**config.mk**
```make
export PLATFORM = sky130hd
export DESIGN_NAME = mws_queue
export DESIGN_NICKNAME = d
export VERILOG_FILES = /design/src/hw/rtl/mws_pkg.sv /design/src/hw/rtl/mws_queue.sv
export SDC_FILE = /design/constraint.sdc
export NUM_CORES = 1
export LEC_CHECK = 0
export BUFFER_PORTS_ARGS = -buffer_cell sky130_fd_sc_hd__buf_2
export CORE_ASPECT_RATIO = 0.7
export CORE_MARGIN = 1.5
export CORE_UTILIZATION = 50
export DETAILED_ROUTE_END_ITERATION = 10
export PLACE_DENSITY = 0.87
export SYNTH_ARGS = -nofsm -noshare
export SYNTH_HDL_FRONTEND = slang
export SYNTH_SLANG_ARGS = --single-unit
```
**constraint.sdc**
```tcl
create_clock -name i_clk -period 1.9 [get_ports i_clk]
set_input_delay 0 -clock i_clk [delete_from_list [all_inputs] [get_ports i_clk]]
set_output_delay 0 -clock i_clk [all_outputs]
set_load 0.05 [all_outputs]
```
**src/hw/rtl/mws_pkg.sv**
```systemverilog
// Shared constants and types for the maximum sliding window sum block.
`timescale 1ns / 1ps
package mws_pkg;

    localparam int WINDOW_MAX_DEF = 1024;
    localparam int LEN_W          = 11;
    localparam int LEN_RESET      = 3;
    localparam int SAMPLE_W       = 8;
    localparam int SUM_W          = 18;
    localparam int Q_DEPTH        = 2;

    // One classified sample on its way from the front end to the back end.
    // The old field already holds zero when the window was not yet full.
    typedef struct packed {
        logic signed [SAMPLE_W-1:0] sample;
        logic signed [SAMPLE_W-1:0] old;
        logic                       win;
        logic                       last;
    } t_item;

endpackage

```
**src/hw/rtl/mws_queue.sv**
```systemverilog
// Short queue of classified beats between the front end and the back end.
`timescale 1ns / 1ps
module mws_queue (
    input  logic           i_clk,
    input  logic           i_rst_n,
    input  mws_pkg::t_item i_item,
    input  logic           i_valid,
    output logic           o_ready,
    output mws_pkg::t_item o_item,
    output logic           o_valid,
    input  logic           i_ready
);
    import mws_pkg::*;

    localparam int QP_W = (Q_DEPTH > 1) ? $clog2(Q_DEPTH) : 1;
    localparam int QC_W = $clog2(Q_DEPTH + 1);

    t_item            r_entry [Q_DEPTH];
    logic [QP_W-1:0]  r_wr;
    logic [QP_W-1:0]  r_rd;
    logic [QC_W-1:0]  r_cnt;

    logic             push;
    logic             pop;

    assign o_ready = (r_cnt != QC_W'(Q_DEPTH));
    assign o_valid = (r_cnt != '0);
    assign push    = i_valid && o_ready;
    assign pop     = o_valid && i_ready;
    assign o_item  = r_entry[r_rd];

    always_ff @(posedge i_clk) begin
        if (!i_rst_n) begin
            r_wr  <= '0;
            r_rd  <= '0;
            r_cnt <= '0;
        end else begin
            if (push) begin
                r_wr <= (r_wr == QP_W'(Q_DEPTH - 1)) ? '0 : r_wr + QP_W'(1);
            end
            if (pop) begin
                r_rd <= (r_rd == QP_W'(Q_DEPTH - 1)) ? '0 : r_rd + QP_W'(1);
            end
            if (push && !pop) begin
                r_cnt <= r_cnt + QC_W'(1);
            end else if (pop && !push) begin
                r_cnt <= r_cnt - QC_W'(1);
            end
        end
    end

    always_ff @(posedge i_clk) begin
        if (push) begin
            r_entry[r_wr] <= i_item;
        end
    end

endmodule

```
==> metrics.md, run 1 <==
| Metric | Value |
|---|---|
| Status | finished clean |
| H-tree Lvls | 2 |
| Fmax | 0.638 GHz |
| Drt pass-1 iters | 4 |
| Startpoint types | flop |
| Final #Nets | 172 |
| CP max FO | 5 |
| Via density | 4.89 |
| Layout fillers | 177 |
| Number of placed I/O pins | 42 |
| PortBufs | 41 |
| Final ANT Viol Nets | 0 |
| Tcrit/Tclk final | 82.5% |
| Initial DRC Count | 43 |
| DRC Markers | 0 |
| Tightest Pin Transition | 0.326 ns |
| CTS Buffer Depth | 2 |
| Share of cells above drive strength 1 | 48.7% |
| Die height | 49.4 um |
| GR Overflow Total | 0 |
| Setup TNS Final | 0 ns |
| Die ar. | 3420 um2 |
| #FFs+latches synth | 41 |
| Area grow syn2layout | 38.4% |
| Netlist Area Pre-Place | 1540 um2 |
| Row count | 16 |
| Number of synthesized flops with an enable pin | 36 |
| CTS buffer count | 5 |
| RSZ-0062 raised after global routing | no |
| Hold_ws | 0.0494 ns |
| Initial Util | 53.8% |
| Top FF cell, synth | edfxtp_1 |
| Core area | 2860 um2 |
| Ys Warns | 0 |
| Number of diodes | 0 |
| Final min period | 1.57 ns |
| Peak supply drop | 0.922 mV |
| Post-synth top cells | edfxtp_1 (36), mux2_2 (18), dfxtp_1 (5), and2_1 (4), xnor2_1 (2) |
| Worst Clk Skew | 0.00543 ns |
| Pin count of the biggest net entering global routing | 14 |
| CTS root buffer | clkbuf_8 |
| Relative slew margins | 78.3% |
| DRT Wirelength | 2720 um |
| Avg Synthesized Cell Area | 19.2 um2 |
| Unique masters post-synth | 20 |
| Crit-path cells | nand2b_4, and2_1, ha_1, or3_1, a21boi_1 |
| Clk_lat worst skew | 0.28 ns |
| Vias in the first global route | 913 |
| Worst path slowest cell | dfxtp_1 |
| DR WL/cell | 14.6 um |
| Sequential share of the synthesized area | 76.7% |
| Critical Path End Type | flop |
| DP HPWL | 1810 um |
| Fin util | 74.4% |
| Setup violations, final | 0 |
| GR Util All Layers | 16.9% |
| First-pass GRT wire length | 4250 um |
| Hold Crit Class | in2reg |
| Routability cong. | 0.716 |
| Final Hold Viols | 0 |
| CTS clock-pin slew for the worst setup and hold paths | 0.07 ns |
| Die span in x | 69.3 um |
| TritonCTS clock tree | yes |
| Via count | 909 |
| Leak | 0.830 nW |
| MaxCap Viol Count | 0 |
| Synth area leader | edfxtp_1 |
| Ys async rst share | 0% |
| CTS Sinks | 41 |
| Slew Viols, Final | 0 |
| Top cell type's share of synthesized area | 70.2% |
| CP arrival | 1.79 ns |
| Critical setup path kind | reg2reg |
| Most frequent cell after synthesis | edfxtp_1 |
| Worst Path Required | 2.12 ns |
| Mapped Cells | 80 |
| CP peak stage delay | 0.36 ns |
| Synth area leaders | edfxtp_1 (70%), mux2_2 (13%), dfxtp_1 (6.5%) |
| Pwr/cell area | 1430 nW/um2 |
| Initial antenna violation count | 0 |
| Synthesized net count | 103 |
final timing paths:
kind | slack (ns) | end | from | depth (start not counted)
min | 0.05 | r_wr | i_valid | 3
max | 0.33 | r_cnt[1] | r_cnt[0] | 5
min reg2reg | 0.56 | r_cnt[1] | r_cnt[1] | 2
max reg2reg | 0.33 | r_cnt[1] | r_cnt[0] | 5
kinds of logic (layout without fill, tap and decap cells):
| kind of cell | after synthesis | after routing | share of synthesized area [%] |
|---|---|---|---|
| compound gates | 5 | 5 | 2.28 |
| flops | 41 | 41 | 76.7 |
| fa+ha+maj | 1 | 1 | 0.813 |
| xor+xnor | 3 | 3 | 1.71 |
| buf+inv | 3 | 73 | 1.06 |
| mux | 18 | 18 | 13.2 |
| simple gates | 9 | 9 | 4.23 |
layer usage:
metal | track usage (%) | share of wire [%] | up-vias | wire, um
met1 | 19.1 | 42 | 439 | 1130
li1 | - | - | 442 | -
met5 | 0 | 0 | - | 0
met3 | 4.96 | 4.9 | 3 | 133
met4 | 5.88 | 0.88 | 0 | 24
met2 | 30.8 | 53 | 25 | 1430
flip-flops by register name, indices dropped and copies added, names as in the netlist, named ones only:
signal	count
r_cnt	2
r_entry	36
r_rd	1
r_wr	1
power breakdown:
part	switching [mW]	total (mW)	internal (mW)	leakage [nW]
Clock	0.268	0.657	0.389	0.0552
Combinational	0.762	1.17	0.410	0.398
Sequential	0.0746	1.21	1.13	0.377
layout make-up:
cell class	count	area (um2)	area share, %
clock buffers	6	72.6	3.41
clock inverters	2	35.0	1.65
inverters	1	3.75	0.176
repair buffers	64	450	21.2
well taps	36	45.0	2.12
multi-input cells	36	342	16.0
flip-flops and latches	41	1180	55.5
metrics by stage:
| stage | power, mW | worst slack (ns) | cell area, um2 | instances |
|---|---|---|---|---|
| finish | 3.04 | 0.333 | 2130 | 186 |
| global route | 3.17 | 0.251 | 2130 | 186 |
| CTS | 3.06 | 0.323 | 2130 | 186 |
| detailed placement | 2.37 | 0.344 | 1830 | 159 |
| global placement | 2.34 | 0.406 | 1830 | 159 |
| floorplan | 2.09 | 0.300 | 1540 | 80 |
placed cells by master, fill, tap and decap left out, types with 2 or more instances in the layout:
master and n:
mux2_2 18, dlygate4sd3_1 19, buf_12 2, edfxtp_1 36, clkbuf_8 5, and2_1 4, buf_4 2, dfxtp_1 5
xnor2_1 2, buf_2 41
repair_timing:
item / CTS / global route
setup endpoints to repair: 0 / 0
hold buffers: 19 / 0
gates resized for setup: 0 / 0
setup buffers: 0 / 0
hold endpoints to repair: 41 / 0
critical path: cells and delay by family, from the launching register on:
| kind | cells | cell delay, ns |
|---|---|---|
| adders and majority gates | 1 | 0.32 |
| and+or+nand+nor | 3 | 0.69 |
| AOI/OAI and AO/OA | 1 | 0.13 |
| DFF | 1 | 0.36 |
Power figures use the tool's default switching activity.
==> inputs of run 2 (changes only) <==
ABC_AREA = 1   (was default)
PLACE_DENSITY = 0.86   (was 0.87)
clock period = 1.5 ns   (was 1.9 ns; I/O delays follow)
==> run 2 against run 1 <==
Against the previous run:
- die area increased by 3.3%
- worst setup slack got worse by 0.25 ns
- core utilization increased by 0.74 points
- clock skew fell by 0.0029 ns
- power is 23% higher
- clock power shrank 2%
- count of clock-buffer cells in the layout did not move
- largest cell class unchanged
- wire length up 4.8%
- global-route usage rose by 0.89 points
- critical endpoint is now o_item[1]
- critical path type is now reg2out
==> metrics.md, run 2 <==
| Metric | Value |
|---|---|
| Largest register by flop count | r_entry |
| Share of cells above drive strength 1 | 47.2% |
| MaxCap Viol Count | 0 |
| TritonCTS clock tree | yes |
| Setup violations, final | 0 |
| Core area | 2900 um2 |
| Max reg flops | 36 |
| Leak | 0.883 nW |
| Ys Warns | 0 |
| Setup TNS Final | 0 ns |
| Final min period | 1.42 ns |
| Via count | 961 |
| Critical R2R Launch | r_cnt[0] |
| Netlist Area Pre-Place | 1590 um2 |
| Die span in x | 70.5 um |
| Pin count of the biggest net entering global routing | 19 |
| GR Util All Layers | 17.8% |
| Die height | 50.2 um |
| Synth area leader | edfxtp_1 |
| Avg Synthesized Cell Area | 17.1 um2 |
| Row count | 16 |
| Fmax | 0.704 GHz |
| Worst r2r path cells | 10 |
| Ys async rst share | 0% |
| Sw power | 1.44 mW |
| #FFs+latches synth | 41 |
| Worst Path Required | 1.50 ns |
| GR Overflow Total | 0 |
| Number of diodes | 0 |
| Final ANT Viol Nets | 0 |
| Most frequent cell after synthesis | edfxtp_1 |
| Final non-filler cell area | 2180 um2 |
| DRT Wirelength | 2850 um |
| Critical setup path kind | reg2out |
| Tightest Pin Transition | 0.254 ns |
| Layout fillers | 170 |
| CTS Buffer Depth | 2 |
| DP HPWL | 1850 um |
| CP arrival | 1.42 ns |
| Number of placed I/O pins | 42 |
| Final #Nets | 186 |
| Post-synth top cells | edfxtp_1 (36), mux2_4 (10), nand2_1 (9) |
| Worst Clk Skew | 0.00257 ns |
| Tcrit/Tclk final | 94.7% |
| Worst path slowest cell | dfxtp_2 |
| Initial DRC Count | 56 |
| R2R Setup Slk | 0.12 ns |
| Clock Power Share | 17.2% |
| Postcts setup bufs | 0 |
| Startpoint types | flop |
| Mapped Cells | 93 |
| Vias in the first global route | 996 |
| Critical Path End Type | primary output |
| Leading cell types in the layout, fill and taps excluded | buf_2 (41), edfxtp_1 (36), dlygate4sd3_1 (19), mux2_4 (10), mux2_2 (8) |
| FF-to-FF End | r_cnt[1] |
| Hold Crit Class | in2reg |
| Synth area leaders | edfxtp_1 (68%), mux2_4 (9.4%), dfxtp_1 (6.3%) |
| Clk_lat worst skew | 0.28 ns |
| CTS root buffer | clkbuf_8 |
| Largest regs | r_entry (36), r_cnt (2) |
| DRC Markers | 0 |
| Peak supply drop | 1.16 mV |
| Sw Ratio | 38.6% |
| Top cell type's share of synthesized area | 67.9% |
| Crit-path cells | buf_12, mux2_2, buf_2 |
| CP peak stage delay | 0.39 ns |
| First-pass GRT wire length | 4480 um |
| Synthesized net count | 116 |
| RSZ-0062 raised after global routing | no |
| Combinational power share | 41.5% |
| Final Hold Viols | 0 |
| Relative slew margins | 83.2% |
| Most common cell after layout, fill and taps aside | buf_2 |
| Cell-internal power | 2.29 mW |
| Die ar. | 3540 um2 |
| Slew Viols, Final | 0 |
| CTS clock-pin slew for the worst setup and hold paths | 0.07 ns |
| DR WL/cell | 14.3 um |
| Unique masters post-synth | 15 |
| Routability cong. | 0.685 |
| Seq pwr share | 41.3% |
| DP Area | 1900 um2 |
| Drt pass-1 iters | 4 |
| H-tree Lvls | 2 |
| Top FF cell, synth | edfxtp_1 |
| PortBufs | 41 |
| CP max FO | 16 |
| Number of synthesized flops with an enable pin | 36 |
| Sequential share of the synthesized area | 74.2% |
| Area grow syn2layout | 36.9% |
| Pwr/cell area | 1710 nW/um2 |
| CTS Sinks | 41 |
| Via density | 4.83 |
| Status | finished clean |
| Fin util | 75.1% |
| CTS buffer count | 5 |
| End of the critical path | o_item[1] |
| Initial Util | 54.9% |
| Initial antenna violation count | 0 |
==> run 2: cell types whose count changed in the layout (fill, tap and decap cells not counted), sizes merged, moves of 2 or more <==
cell    change
nor2        +8
a21boi      -2
xnor2       -2
and2        -4
nand2       +9
inv         +7
==> run 2: metal layers <==
layer / global-route usage [%] / vias to the layer above / routed length [um]
met3: 6.63 / 6 / 183
met4: 8.65 / 0 / 48
met1: 18.2 / 453 / 1080
met5: 0 / - / 0
li1: - / 471 / -
met2: 32.4 / 31 / 1540
==> run 2: what timing repair did <==
item / CTS / global route
hold buffers: 19 / 0
hold endpoints to repair: 40 / 0
setup endpoints to repair: 6 / 1
gates resized for setup: 1 / 3
==> run 2: power groups by stage <==
stage | clock [mW] | combinational, mW | sequential, mW
floorplan | 0 | 1.19 | 1.53
global placement | 0 | 1.44 | 1.54
detailed placement | 0 | 1.48 | 1.55
CTS | 0.660 | 1.53 | 1.53
global route | 0.710 | 1.64 | 1.55
finish | 0.643 | 1.55 | 1.54
==> run 2: worst max-delay path, delay by kind of cell (launching register included) <==
family   cells  cell delay (ns)
buf+inv      2             0.39
mux          1             0.35
flops        1             0.39
==> run 2: how the worst min path moves through the flow <==
| stage | from | endpoint | slack [ns] | depth (start not counted) |
|---|---|---|---|---|
| 4_1_cts | i_valid | r_wr | 0.09 | 5 |
| 2_1_floorplan | i_item[0] | r_entry[0][0] | 0.1 | 0 |
| 3_5_place_dp | i_item[17] | r_entry[0][17] | 0.19 | 1 |
| 6_report | i_ready | r_rd | 0.16 | 4 |
| 3_3_place_gp | i_item[0] | r_entry[0][0] | 0.19 | 1 |
| 5_1_grt | i_valid | r_wr | 0.18 | 5 |
==> run 2: through the flow <==
step / std cells / hold slack [ns] / power (mW) / setup slack, ns
finish: 199 / 0.156 / 3.73 / 0.0800
global route: 199 / 0.175 / 3.91 / 0.0197
CTS: 199 / 0.0935 / 3.72 / 0.0164
detailed placement: 173 / 0.192 / 3.04 / 0.0808
global placement: 173 / 0.187 / 2.98 / 0.200
floorplan: 93 / 0.0989 / 2.72 / 0.0380
==> run 2: logic make-up (layout without fill, tap and decap cells) <==
| family | Yosys count | after routing | synth area share (%) |
|---|---|---|---|
| fa+ha+maj | 1 | 1 | 0.785 |
| flops | 41 | 41 | 74.2 |
| mux | 18 | 18 | 15.1 |
| simple gates | 19 | 19 | 4.71 |
| buf+inv | 10 | 80 | 3.85 |
| compound gates | 4 | 4 | 1.41 |
==> run 2: cell type report <==
class,instances,area (um2),share of cell area (%)
Clock buffer,6,72.6,3.33
Tap cell,36,45.0,2.07
Inverter,8,30.0,1.38
Multi-Input combinational cell,42,388,17.8
Clock inverter,1,3.75,0.172
Timing Repair Buffer,65,458,21.0
Sequential cell,41,1180,54.3
