[src/hw/rtl/mws_pkg.sv]
// Shared constants and types for the maximum sliding window sum block.
`timescale 1ns / 1ps
package mws_pkg;

    localparam int WINDOW_MAX_DEF = 1024;
    localparam int LEN_W          = 11;
    localparam int LEN_RESET      = 3;
    localparam int SAMPLE_W       = 8;
    localparam int SUM_W          = 18;
    localparam int Q_DEPTH        = 2;

    // One classified sample on its way from the front end to the back end.
    // The old field already holds zero when the window was not yet full.
    typedef struct packed {
        logic signed [SAMPLE_W-1:0] sample;
        logic signed [SAMPLE_W-1:0] old;
        logic                       win;
        logic                       last;
    } t_item;

endpackage

[src/hw/rtl/mws_back.sv]
// Back end: keeps the running and best window sums and drives the result register.
`timescale 1ns / 1ps
module mws_back (
    input  logic                             i_clk,
    input  logic                             i_rst_n,
    input  mws_pkg::t_item                   i_item,
    input  logic                             i_item_valid,
    output logic                             o_item_ready,
    output logic                             o_valid,
    input  logic                             i_ready,
    output logic signed [mws_pkg::SUM_W-1:0] o_max_sum,
    output logic                             o_no_window
);
    import mws_pkg::*;

    logic signed [SUM_W-1:0] r_sum;
    logic signed [SUM_W-1:0] r_best;
    logic                    r_have;
    logic                    r_ovld;
    logic signed [SUM_W-1:0] r_max_sum;
    logic                    r_no_window;

    logic                    pop;
    logic signed [SUM_W-1:0] n_sum;
    logic signed [SUM_W-1:0] n_best;
    logic                    n_have;

    // A beat is taken only when its result, if any, has somewhere to go.
    assign o_item_ready = !r_ovld || i_ready;
    assign pop          = i_item_valid && o_item_ready;

    always_comb begin
        n_sum  = r_sum + SUM_W'(i_item.sample) - SUM_W'(i_item.old);
        n_best = r_best;
        n_have = r_have;
        if (i_item.win) begin
            if (!r_have || (n_sum > r_best)) begin
                n_best = n_sum;
            end
            n_have = 1'b1;
        end
    end

    always_ff @(posedge i_clk) begin
        if (!i_rst_n) begin
            r_sum  <= '0;
            r_best <= '0;
            r_have <= 1'b0;
            r_ovld <= 1'b0;
        end else begin
            if (pop) begin
                if (i_item.last) begin
                    r_sum  <= '0;
                    r_best <= '0;
                    r_have <= 1'b0;
                end else begin
                    r_sum  <= n_sum;
                    r_best <= n_best;
                    r_have <= n_have;
                end
            end
            if (pop && i_item.last) begin
                r_ovld <= 1'b1;
            end else if (i_ready) begin
                r_ovld <= 1'b0;
            end
        end
    end

    always_ff @(posedge i_clk) begin
        if (pop && i_item.last) begin
            r_max_sum   <= n_have ? n_best : '0;
            r_no_window <= !n_have;
        end
    end

    assign o_valid     = r_ovld;
    assign o_max_sum   = r_max_sum;
    assign o_no_window = r_no_window;

endmodule

[config.mk]
export PLATFORM = sky130hd
export DESIGN_NAME = mws_back
export DESIGN_NICKNAME = d
export VERILOG_FILES = /design/src/hw/rtl/mws_pkg.sv /design/src/hw/rtl/mws_back.sv
export SDC_FILE = /design/constraint.sdc
export NUM_CORES = 1
export LEC_CHECK = 0
export BUFFER_PORTS_ARGS = -buffer_cell sky130_fd_sc_hd__buf_2
export CORE_MARGIN = 3
export CORE_UTILIZATION = 30
export CTS_CLUSTER_DIAMETER = 60
export DETAILED_ROUTE_END_ITERATION = 10
export GPL_TIMING_DRIVEN = 0
export HOLD_SLACK_MARGIN = 0.06
export SYNTH_ARGS = -nofsm -noshare
export SYNTH_HDL_FRONTEND = slang
export SYNTH_SLANG_ARGS = --single-unit
[constraint.sdc]
create_clock -name i_clk -period 4.6 [get_ports i_clk]
set_input_delay 0.46 -clock i_clk [delete_from_list [all_inputs] [get_ports i_clk]]
set_output_delay 0.46 -clock i_clk [all_outputs]
set_load 0.1 [all_outputs]
==> impl_results.rst, run 1 <==
.. list-table::
   :header-rows: 1

   * - Metric
     - Value
   * - Status
     - finished, final reports clean
   * - Global route total overflow
     - 0
   * - Data required, critical path
     - 4650 ps
   * - Initial drt markers
     - 348
   * - Number of max-cap violations
     - 0
   * - Final-stage net count
     - approximately 670
   * - Critical path type
     - input pin to flop
   * - Overall die height
     - 127 microns
   * - Number of buffer and inverter stages on the critical path
     - 8
   * - Number of storage elements in the synthesis netlist
     - 57
   * - Post-detailed-routing wire length
     - 12.7 mm
   * - Sink Count
     - 57
   * - Total non-filler cell area in the finished layout
     - 5830 sq um
   * - Area grow syn2layout
     - 32.0%
   * - Post-Route Setup TNS
     - 0 ps
   * - Achievable Freq
     - roughly 0.22 GHz
   * - Slowest-stage cell, CP
     - fa_1
   * - Synthesized net count
     - 586
   * - Delay of the slowest cell on the worst path
     - 500 ps
   * - Core Footprint
     - 14100 sq um
   * - Count of filler cells inserted in the layout
     - ~1400
   * - Number of enable flip-flop cells after synthesis
     - 19
   * - Global-route wire length before repair
     - about 20 mm
   * - Total number of H-tree levels
     - 3
   * - Top Ports
     - 43
   * - Vias in the first global route
     - 4037
   * - Cell chain of the critical path
     - buf_4, clkinvlp_4, buf_6, fa_1, inv_1, ha_4, buf_8, a21oi_4, nand2_1, a41o_1, o31ai_4, xnor2_2, inv_2, ha_4, and3_4, a221o_1, a221o_1, a21o_1, buf_6, buf_8, nand3_1, a21oi_1
   * - Crit path max-delay family
     - compound AO/OA/AOI/OAI gates
   * - Hold/Removal Path Class
     - input pin to flop
   * - Number of distinct standard cells referenced by the synthesized netlist
     - 63
   * - Highest routing layer actually used
     - met4
   * - Post-route fraction of the period consumed by the critical path
     - 97.9%
   * - Global-route total usage across every layer
     - 15.3%
   * - VDD IR max
     - 159 uV
   * - Pwr Density
     - 483 nW/um^2
   * - Max-slew violation count
     - 0
   * - Synth Flop Type
     - dfxtp_1
   * - Largest net degree at the start of global routing
     - 21
   * - Drt via density
     - between 5 and 6
   * - Horizontal die dimension
     - ~130 microns
   * - Worst-Margin Slew
     - ~790 ps
   * - Buffer levels on the longest clock path
     - 2
   * - Most area-consuming cells after synthesis
     - dfxtp_1 (17%), edfxtp_1 (13%), ha_1 (10%)
   * - Share of cells above drive strength 1
     - between 20 and 30%
   * - Stages on worst setup path
     - 22
   * - Leakage power figure
     - 2.38 nW
   * - Post-layout minimum cycle time
     - about 4500 ps
   * - Post-synthesis instance total
     - 510
   * - Detailed route wirelength on metal2
     - between 6 and 7 mm
   * - Setup slack of the worst register-to-register path
     - 100 ps
   * - Detailed-route wire length on metal 1
     - 5.56 mm
   * - Area of the die
     - 16200 sq um
   * - Remaining routing DRC violations
     - 0
   * - Setup-failing EPs final
     - 0
   * - Cell depth of the worst flop-to-flop path
     - 20
   * - Post-place instance area
     - 4900 sq um
   * - Startpoint class of the critical path
     - input pin
   * - Via count
     - 4102
   * - Number of antenna-violating nets in the routed design
     - 0
   * - Relative slew slack
     - 47.5%
   * - Reg2reg end
     - o_max_sum[7]
   * - Fraction of the yosys area taken by sequential cells
     - 30.1%
   * - Effective utilization at floorplan
     - between 30% and 40%
   * - Post-Syn Area per Cell
     - just under 9 sq um
   * - CTS clock-pin slew for the worst setup and hold paths
     - roughly 50 ps
   * - Latest clock arrival within the worst-skew pair
     - 330 ps
   * - Number of endpoints with negative hold slack in the final report
     - 0
   * - Final design utilization
     - 41.2%
   * - Post-synthesis cell type with the largest combined area
     - dfxtp_1
   * - Synth Cell Area
     - 4420 sq um
   * - Clk Tree Root Cell
     - clkbuf_16
   * - Top fanout value on the critical path
     - 10
   * - TritonCTS clock tree
     - built
   * - Launch point of the worst reg-to-reg path
     - r_sum[8]
   * - Post-synth top area share
     - 17.2%
   * - TritonCTS Buffers
     - 9
   * - Endpoint class of the critical path
     - flop
   * - Wire length per cell
     - 16.3 microns
   * - WP data arrival
     - 4550 ps
   * - DR WL met3
     - 816 microns
   * - Global placement routability congestion
     - around 0.89
   * - Input/output buffers
     - 42
   * - Final antenna diode count
     - 0
   * - Crit path from
     - i_item[17]
   * - Worst setup skew after layout
     - between 6 and 7 ps
   * - Number of antenna violations at the first check in global routing
     - 0
   * - Endpoint of the worst setup timing path
     - o_max_sum[7]
   * - Number of iterations in the first detailed-routing pass
     - 5
   * - Placement Rows
     - 43
   * - Warnings from Yosys
     - 0
   * - Placed wire-length estimate after detailed placement
     - 9.23 mm
   * - Share of flip-flops with an asynchronous set or reset
     - 0%
-- cells in the mapped netlist (all sizes together) (3+ instances only) --
| cell | count |
|---|---|
| buf | 8 |
| or2 | 3 |
| dfxtp | 38 |
| xnor2 | 8 |
| nand3 | 21 |
| nand2b | 3 |
| edfxtp | 19 |
| a221o | 4 |
| o2111ai | 3 |
| a22oi | 9 |
| nor3 | 14 |
| a31oi | 5 |
| o21ai | 28 |
| and4 | 3 |
| inv | 89 |
| and3 | 4 |
| nand4 | 6 |
| a21oi | 39 |
| fa | 17 |
| o211ai | 4 |
| o32ai | 14 |
| xor2 | 3 |
| nor2 | 26 |
| ha | 37 |
| a21o | 9 |
| nand2 | 31 |
| clkbuf | 15 |
| o221ai | 3 |
| nor3b | 3 |
| a211oi | 12 |
| o21a | 4 |
-- stage by stage --
step                      power (mW)  cells  hold slack [ps]  setup WS (ps)
final                           2.82    776              460           96.2
after detailed placement        1.85    732              464          -1050
after CTS                       2.55    758              457           8.99
after global placement          1.81    732              449           -929
after floorplan                 1.56    510              436          0.731
after global routing            3.00    776              482          -39.7
-- final cells by class --
type / count / area [sq um] / share of cell area (%)
Inverter: 89 / 338 / 5.79
Timing Repair Buffer: 71 / 442 / 7.57
Sequential cell: 57 / 1330 / 22.8
Multi-Input combinational cell: 341 / 3080 / 52.8
Buffer: 22 / 163 / 2.79
Tap cell: 180 / 225 / 3.86
Clock inverter: 6 / 25.0 / 0.429
Clock buffer: 10 / 229 / 3.93
-- report_power, final --
| part | switching [mW] | internal (mW) |
|---|---|---|
| Sequential | 0.0228 | 0.581 |
| Combinational | 0.960 | 0.679 |
| Clock | 0.223 | 0.354 |
| Total | 1.21 | 1.61 |
-- worst reg2reg max path: cells and delay by family, from the launching register on --
kind	cells	cell delay [ps]
adder cells (fa/ha/maj)	3	1000
buffers and inverters	6	640
AND/OR/NAND/NOR	3	300
flip-flops	1	330
XOR/XNOR	1	210
AO/OA/AOI/OAI	7	1730
-- layout by cell type, fill, tap and decap left out, types with 11 or more instances in the layout --
| cell type | Yosys | routed |
|---|---|---|
| nand3_1 | 20 | 18 |
| nand2_1 | 31 | 30 |
| clkbuf_1 | 15 | 11 |
| buf_4 | 1 | 28 |
| a21oi_1 | 38 | 34 |
| nor2_1 | 25 | 24 |
| ha_1 | 37 | 19 |
| nor3_1 | 14 | 12 |
| inv_1 | 89 | 83 |
| edfxtp_1 | 19 | 19 |
| buf_2 | 4 | 42 |
| dfxtp_1 | 38 | 37 |
| o21ai_0 | 17 | 14 |
| ha_4 | 0 | 15 |
| fa_1 | 17 | 16 |
-- timing repair --
action,4_1_cts,5_1_grt
resized for setup,29,66
gates cloned,0,1
pin swaps,10,31
endpoints found under the setup margin,36,36
hold buffers,0,0
buffers inserted,11,18
-- logic make-up (layout without fill, tap and decap cells) --
logic type | Yosys count | in the layout | share of synthesized area [%]
buf+inv | 112 | 198 | 10.1
simple gates | 123 | 123 | 13.8
fa+ha+maj | 54 | 54 | 18.2
flops | 57 | 57 | 30.1
mux | 2 | 2 | 0.453
compound gates | 150 | 150 | 24.7
xor+xnor | 12 | 12 | 2.69
-- state kept, by name, summed over array words and instances (netlist names) --
signal / count
r_have: 1
o_no_window: 1
o_max_sum: 18
r_sum: 18
o_valid: 1
r_best: 18
-- metal layers --
metal | track usage [%] | up-vias
met3 | 2.88 | 21
met1 | 19.9 | 1965
met2 | 25.6 | 133
li1 | - | 1983
met5 | 0 | -
met4 | 4.73 | 0
-- worst min-delay path by stage --
stage,start,to,slack [ps],depth (start not counted)
detailed placement,r_sum[12],r_sum[12],460,2
finish,i_ready,o_valid,460,3
global route,i_ready,o_valid,480,3
floorplan,r_sum[12],r_sum[12],440,2
CTS,i_ready,o_valid,460,3
global placement,r_sum[12],r_sum[12],450,2
Note: power is estimated with default switching activity, not from simulation.
==> inputs of run 2 (changes only) <==
--- a/config.mk
+++ b/config.mk
@@ -6,12 +6,14 @@
 export NUM_CORES = 1
 export LEC_CHECK = 0
 export BUFFER_PORTS_ARGS = -buffer_cell sky130_fd_sc_hd__buf_2
+export CAP_MARGIN = 25
 export CORE_MARGIN = 3
 export CORE_UTILIZATION = 30
 export CTS_CLUSTER_DIAMETER = 60
 export DETAILED_ROUTE_END_ITERATION = 10
 export GPL_TIMING_DRIVEN = 0
 export HOLD_SLACK_MARGIN = 0.06
+export MAX_ROUTING_LAYER = met4
 export SYNTH_ARGS = -nofsm -noshare
 export SYNTH_HDL_FRONTEND = slang
 export SYNTH_SLANG_ARGS = --single-unit
==> impl_results.rst, run 2 (synthesis gave the netlist of run 1 again) <==
.. list-table::
   :header-rows: 1

   * - Metric
     - Value
   * - Status
     - finished, final reports clean (unchanged)
   * - Slowest-stage cell, CP
     - fa_1 (unchanged)
   * - Power Internal
     - 1.73 mW (was 1.61 mW)
   * - Core Footprint
     - 14100 sq um (unchanged)
   * - Top Ports
     - 43 (unchanged)
   * - Number of max-cap violations
     - 0 (unchanged)
   * - Global-route wire length before repair
     - 18.9 mm (was 20.0 mm)
   * - Power share of the sequential group
     - 20.8% (was 21.4%)
   * - Hold slack
     - 472 ps (was 460 ps)
   * - Clk Tree Root Cell
     - clkbuf_16 (unchanged)
   * - Buffer levels on the longest clock path
     - 2 (unchanged)
   * - Most common cell after layout, fill and taps aside
     - inv_1 (unchanged)
   * - Post-place instance area
     - 4900 sq um (unchanged)
   * - Top fanout value on the critical path
     - 10 (unchanged)
   * - Cells after DPL
     - 732 (unchanged)
   * - Critical path type
     - flop to flop (was input pin to flop)
   * - Hold/Removal Path Class
     - input pin to flop (unchanged)
   * - Initial drt markers
     - 324 (was 348)
   * - Number of antenna-violating nets in the routed design
     - 0 (unchanged)
   * - Placement Rows
     - 43 (unchanged)
   * - Relative slew slack
     - 48.3% (was 47.5%)
   * - Count of non-filler cells in the finished layout
     - 776 (unchanged)
   * - Gate power share
     - 55.2% (was 58.1%)
   * - TritonCTS Buffers
     - 9 (unchanged)
   * - Leakage power figure
     - 2.40 nW (was 2.38 nW)
   * - Overall die height
     - 127 microns (unchanged)
   * - Net switching power
     - 1.18 mW (was 1.21 mW)
   * - Final antenna diode count
     - 0 (unchanged)
   * - Effective utilization at floorplan
     - 31.2% (unchanged)
   * - TritonCTS clock tree
     - built (unchanged)
   * - Portion of total power attributed to the clock network
     - 24.0% (was 20.5%)
   * - Hold_buf cts
     - 0 (unchanged)
   * - Delay of the slowest cell on the worst path
     - 480 ps (was 500 ps)
   * - CTS clock-pin slew for the worst setup and hold paths
     - 50 ps (about the same)
   * - Max-slew violation count
     - 0 (unchanged)
   * - Number of buffer and inverter stages on the critical path
     - 4 (was 8)
   * - Global route total overflow
     - 0 (unchanged)
   * - Number of antenna violations at the first check in global routing
     - 0 (unchanged)
   * - Largest net degree at the start of global routing
     - 21 (unchanged)
   * - Input/output buffers
     - 42 (unchanged)
   * - Final-stage net count
     - 667 (unchanged)
   * - Number of endpoints with negative hold slack in the final report
     - 0 (unchanged)
   * - WP data arrival
     - 4470 ps (was 4550 ps)
   * - Total non-filler cell area in the finished layout
     - 5870 sq um (was 5830 sq um)
   * - Latest clock arrival within the worst-skew pair
     - 330 ps (about the same)
   * - Drt via density
     - 5.28 (was 5.29)
   * - Placed wire-length estimate after detailed placement
     - 8.96 mm (was 9.23 mm)
   * - Via count
     - 4095 (was 4102)
   * - Sink Count
     - 57 (unchanged)
   * - Startpoint class of the critical path
     - flop (was input pin)
   * - Worst-Margin Slew
     - 775 ps (was 786 ps)
   * - Total number of H-tree levels
     - 3 (unchanged)
   * - Achievable Freq
     - 0.225 GHz (was 0.222 GHz)
   * - Count of filler cells inserted in the layout
     - 1368 (was 1370)
   * - Post-detailed-routing wire length
     - 12.4 mm (was 12.7 mm)
   * - Crit path max-delay family
     - compound AO/OA/AOI/OAI gates (unchanged)
   * - Wire length per cell
     - 16.0 microns (was 16.3 microns)
   * - Post-route fraction of the period consumed by the critical path
     - 96.4% (was 97.9%)
   * - Area of the die
     - 16200 sq um (unchanged)
   * - Pwr Density
     - 497 nW/um^2 (was 483 nW/um^2)
   * - Global-route total usage across every layer
     - 14.7% (was 15.3%)
   * - VDD IR max
     - 168 uV (was 159 uV)
   * - Highest-count cells in the layout ignoring fill and taps
     - inv_1 (84), buf_2 (44), dfxtp_1 (37) (was inv_1 (83), buf_2 (42), dfxtp_1 (37))
   * - Worst setup skew after layout
     - 9.70 ps (was 6.15 ps)
   * - Vias in the first global route
     - 3791 (was 4037)
   * - Horizontal die dimension
     - 127 microns (unchanged)
   * - Area grow syn2layout
     - 32.8% (was 32.0%)
   * - Remaining routing DRC violations
     - 0 (unchanged)
   * - Post-layout minimum cycle time
     - 4440 ps (was 4500 ps)
   * - Data required, critical path
     - 4640 ps (was 4650 ps)
   * - Setup-failing EPs final
     - 0 (unchanged)
   * - Proportion of total power due to net switching
     - 40.5% (was 42.8%)
   * - Global placement routability congestion
     - 0.895 (was 0.894)
   * - Number of iterations in the first detailed-routing pass
     - 7 (was 5)
   * - Endpoint class of the critical path
     - flop (unchanged)
   * - Cell chain of the critical path
     - inv_1, fa_1, inv_1, ha_4, o211ai_1, o21ai_2, o211ai_1, a221o_1, or2_4, ha_2, or4bb_1, a221o_1, a21o_1, buf_6, buf_8, nand3_1, a21oi_1 (was buf_4, clkinvlp_4, buf_6, fa_1, inv_1, ha_4, buf_8, a21oi_4, nand2_1, a41o_1, o31ai_4, xnor2_2, inv_2, ha_4, and3_4, a221o_1, a221o_1, a21o_1, buf_6, buf_8, nand3_1, a21oi_1)
   * - Share of cells above drive strength 1
     - 28.4% (was 28.5%)
==> run 2: cell types whose count changed in the layout (fill, tap and decap cells not counted), moves of 2 or more <==
cell,delta
ha_1,+2
clkinv_1,-4
buf_2,+2
o21ai_1,+2
clkbuf_8,+2
buf_6,-2
==> run 2: power by group through the flow <==
stage               Sequential (mW)  Combinational [mW]  Clock (mW)
finish                        0.605                1.61       0.699
CTS                           0.604                1.33       0.707
detailed placement            0.613                1.23           0
floorplan                     0.714               0.841           0
global placement              0.612                1.20           0
global route                  0.609                1.76       0.729
==> run 2: cell type report <==
cell class	instances	area, sq um	area share [%]
inverter	89	338	5.76
clock inverter	2	35.0	0.597
clock buffer	14	285	4.86
buffer	22	156	2.67
timing repair buffer	71	448	7.64
multi-input combinational	341	3050	51.9
sequential	57	1330	22.7
tap	180	225	3.84
==> run 2: stage by stage <==
stage	total power [mW]	setup slack (ps)	utilization (%)	setup TNS [ps]
after detailed placement	1.84	-942	34.6	-28670
after global placement	1.81	-815	34.6	-25390
after CTS	2.64	7.99	38.2	0
after floorplan	1.56	0.731	-	0
after global routing	3.10	-42.5	41.5	-434
final	2.91	165	41.5	0
==> run 2: final timing paths <==
check / startpoint / to / slack [ps] / cells after the start
worst max-delay path: r_sum[4] / o_max_sum[7] / 160 / 17
worst min-delay path: i_ready / o_valid / 470 / 3
worst max register to register: r_sum[4] / o_max_sum[7] / 160 / 17
worst min register to register: r_best[12] / r_best[12] / 480 / 2
==> run 2: worst reg2reg max path, cell delays in order (launching register included) <==
cell	delay, ps
dfxtp_1	340
inv_1	60
fa_1	480
inv_1	70
ha_4	300
o211ai_1	130
o21ai_2	280
o211ai_1	230
a221o_1	410
or2_4	270
ha_2	160
or4bb_1	470
a221o_1	350
a21o_1	200
buf_6	140
buf_8	130
nand3_1	80
a21oi_1	70
==> run 2: metal layers <==
metal	track usage (%)	wire length, microns	vias up
met5	-	0	-
met4	3.85	127	0
met3	2.59	720	15
met2	23.3	5990	124
met1	19.6	5580	1979
li1	-	-	1977
==> run 2: timing repair <==
action / 4_1_cts / 5_1_grt
pin swaps: 5 / 36
endpoints found under the setup margin: 36 / 36
setup buffers: 8 / 20
cloned: 0 / 1
gates resized for setup: 23 / 61
==> inputs of run 3 (changes only) <==
--- a/config.mk
+++ b/config.mk
@@ -14,6 +14,7 @@
 export GPL_TIMING_DRIVEN = 0
 export HOLD_SLACK_MARGIN = 0.06
 export MAX_ROUTING_LAYER = met4
+export REMOVE_ABC_BUFFERS = 1
 export SYNTH_ARGS = -nofsm -noshare
 export SYNTH_HDL_FRONTEND = slang
 export SYNTH_SLANG_ARGS = --single-unit
==> impl_results.rst, run 3 (synthesis gave the netlist of run 1 again) <==
.. list-table::
   :header-rows: 1

   * - Metric
     - Value
   * - Pwr Density
     - 478 nW/um^2 (was 497 nW/um^2)
   * - TritonCTS Buffers
     - 9 (unchanged)
   * - Total number of H-tree levels
     - 3 (unchanged)
   * - Worst min-delay path startpoint
     - r_sum[12] (was i_ready)
   * - Crit path from
     - i_item[17] (was r_sum[4])
   * - Slowest-stage cell, CP
     - or4bb_1 (was fa_1)
   * - Latest clock arrival within the worst-skew pair
     - 330 ps (about the same)
   * - Placed wire-length estimate after detailed placement
     - 8.51 mm (was 8.96 mm)
   * - Met1 track demand over resource in global routing
     - 18.7% (was 19.6%)
   * - Data required, critical path
     - 4680 ps (was 4640 ps)
   * - Status
     - finished, final reports clean (unchanged)
   * - Most Crowded Layer GR
     - met2 (unchanged)
   * - Placement Rows
     - 43 (unchanged)
   * - Vias in the first global route
     - 3928 (was 3791)
   * - Overall die height
     - 127 microns (unchanged)
   * - Drt via density
     - 5.25 (was 5.28)
   * - WP data arrival
     - 4580 ps (was 4470 ps)
   * - Post-route fraction of the period consumed by the critical path
     - 97.9% (was 96.4%)
   * - Area taken by multi-input logic gates
     - 3050 sq um (unchanged)
   * - Pre-CTS setup slack
     - -1220 ps (was -942 ps)
   * - Max-slew violation count
     - 0 (unchanged)
   * - Horizontal die dimension
     - 127 microns (unchanged)
   * - GR Util met2
     - 24.4% (was 23.3%)
   * - Cell chain of the critical path
     - buf_6, clkinvlp_4, buf_12, buf_6, fa_1, inv_2, ha_4, o21a_1, o21a_1, o211ai_1, a221o_1, or2_4, ha_1, or4bb_1, a221o_2, a21oi_4, buf_12, a211oi_2, o22a_1 (was inv_1, fa_1, inv_1, ha_4, o211ai_1, o21ai_2, o211ai_1, a221o_1, or2_4, ha_2, or4bb_1, a221o_1, a21o_1, buf_6, buf_8, nand3_1, a21oi_1)
   * - Hold/Removal Path Class
     - flop to flop (was input pin to flop)
   * - Number of iterations in the first detailed-routing pass
     - 4 (was 7)
   * - Global-route wire length before repair
     - 18.9 mm (about the same)
   * - Global route total overflow
     - 0 (unchanged)
   * - Initial drt markers
     - 338 (was 324)
   * - Delay of the slowest cell on the worst path
     - 500 ps (was 480 ps)
   * - Number of endpoints with negative hold slack in the final report
     - 0 (unchanged)
   * - Post-layout minimum cycle time
     - 4500 ps (was 4440 ps)
   * - Unrepaired setup endpoints after global routing
     - yes
   * - Endpoint class of the critical path
     - flop (unchanged)
   * - Final worst-path setup slack
     - 97.9 ps (was 165 ps)
   * - Core Footprint
     - 14100 sq um (unchanged)
   * - CTS clock-pin slew for the worst setup and hold paths
     - 60 ps (was 50 ps)
   * - Clk Tree Root Cell
     - clkbuf_16 (unchanged)
   * - Effective utilization at floorplan
     - 31.2% (unchanged)
   * - Count of filler cells inserted in the layout
     - 1379 (was 1368)
   * - Top Ports
     - 43 (unchanged)
   * - Leakage power figure
     - 2.31 nW (was 2.40 nW)
   * - Achievable Freq
     - 0.222 GHz (was 0.225 GHz)
   * - Global placement routability congestion
     - 0.926 (was 0.895)
   * - Area grow syn2layout
     - 28.9% (was 32.8%)
   * - Final design utilization
     - 40.3% (was 41.5%)
   * - Input/output buffers
     - 42 (unchanged)
   * - Final total power
     - 2.72 mW (was 2.91 mW)
   * - Critical path type
     - input pin to flop (was flop to flop)
   * - Global routing met3 resource utilization
     - 2.55% (was 2.59%)
   * - Setup-failing EPs final
     - 0 (unchanged)
   * - Number of max-cap violations
     - 0 (unchanged)
   * - VDD IR max
     - 219 uV (was 168 uV)
   * - Area of the die
     - 16200 sq um (unchanged)
   * - Final-stage net count
     - 643 (was 667)
   * - Relative slew slack
     - 32.3% (was 48.3%)
   * - Highest-count cells in the layout ignoring fill and taps
     - inv_1 (83), buf_2 (40), a21oi_1 (37), dfxtp_1 (37), nand2_1 (31) (was inv_1 (84), buf_2 (44), dfxtp_1 (37))
   * - Number of antenna violations at the first check in global routing
     - 0 (unchanged)
   * - Worst-Margin Slew
     - 1010 ps (was 775 ps)
   * - Number of antenna-violating nets in the routed design
     - 0 (unchanged)
   * - Sequential cell area
     - 1330 sq um (unchanged)
   * - Worst setup skew after layout
     - 10.9 ps (was 9.70 ps)
   * - Buffer levels on the longest clock path
     - 2 (unchanged)
   * - Largest net degree at the start of global routing
     - 25 (was 21)
   * - Remaining routing DRC violations
     - 0 (unchanged)
   * - TritonCTS clock tree
     - built (unchanged)
   * - Launch point of the worst reg-to-reg path
     - r_sum[1] (was r_sum[4])
   * - Via count
     - 3950 (was 4095)
   * - Top fanout value on the critical path
     - 8 (was 10)
   * - Post-Route Setup TNS
     - 0 ps (unchanged)
   * - Global-route total usage across every layer
     - 15.0% (was 14.7%)
   * - Share of cells above drive strength 1
     - 26.4% (was 28.4%)
   * - Most common cell after layout, fill and taps aside
     - inv_1 (unchanged)
   * - Final antenna diode count
     - 0 (unchanged)
   * - Post-detailed-routing wire length
     - 12.0 mm (was 12.4 mm)
   * - Wire length per cell
     - 15.9 microns (was 16.0 microns)
   * - Startpoint class of the critical path
     - input pin (was flop)
   * - Sink Count
     - 57 (unchanged)
   * - Hold slack
     - 457 ps (was 472 ps)
## run 3: critical path: cells and delay by family
| family | cells | cell delay (ps) |
|---|---|---|
| AOI/OAI and AO/OA | 8 | 1780 |
| and+or+nand+nor | 2 | 750 |
| adders and majority gates | 3 | 940 |
| buffers and inverters | 6 | 630 |
## run 3: final cells by class
cell class,instances,area share (%)
Clock buffer,12,4.33
Sequential cell,57,23.4
Multi-Input combinational cell,341,53.5
Timing Repair Buffer,69,8.61
Inverter,89,5.93
Tap cell,180,3.95
Clock inverter,4,0.329
## run 3: per-layer routing
layer	vias to the layer above	wire length (microns)
met1	1910	5350
met5	-	0
li1	1933	-
met3	17	472
met4	0	245
met2	90	5930
## run 3: metrics by stage
stage               instances  area, sq um
detailed placement        712         4800
global placement          709         4740
CTS                       739         5330
floorplan                 487         4310
global route              752         5700
finish                    752         5700
## run 3: path summary, 6_finish.rpt
check | endpoint | slack, ps | depth (start not counted)
worst max-delay path | o_max_sum[14] | 100 | 19
worst min-delay path | r_sum[12] | 460 | 2
worst max register to register | o_max_sum[14] | 100 | 16
worst min register to register | r_sum[12] | 460 | 2
## run 3: repair_timing
action,4_1_cts,5_1_grt
gates resized for setup,31,49
pin swaps,10,28
gates cloned,0,0
buffers inserted,11,13
hold buffers,0,0
endpoints found under the setup margin,36,36
## run 3: power by group
part / internal (mW) / switching [mW]
Combinational: 0.634 / 0.887
Sequential: 0.580 / 0.0208
Clock: 0.374 / 0.226
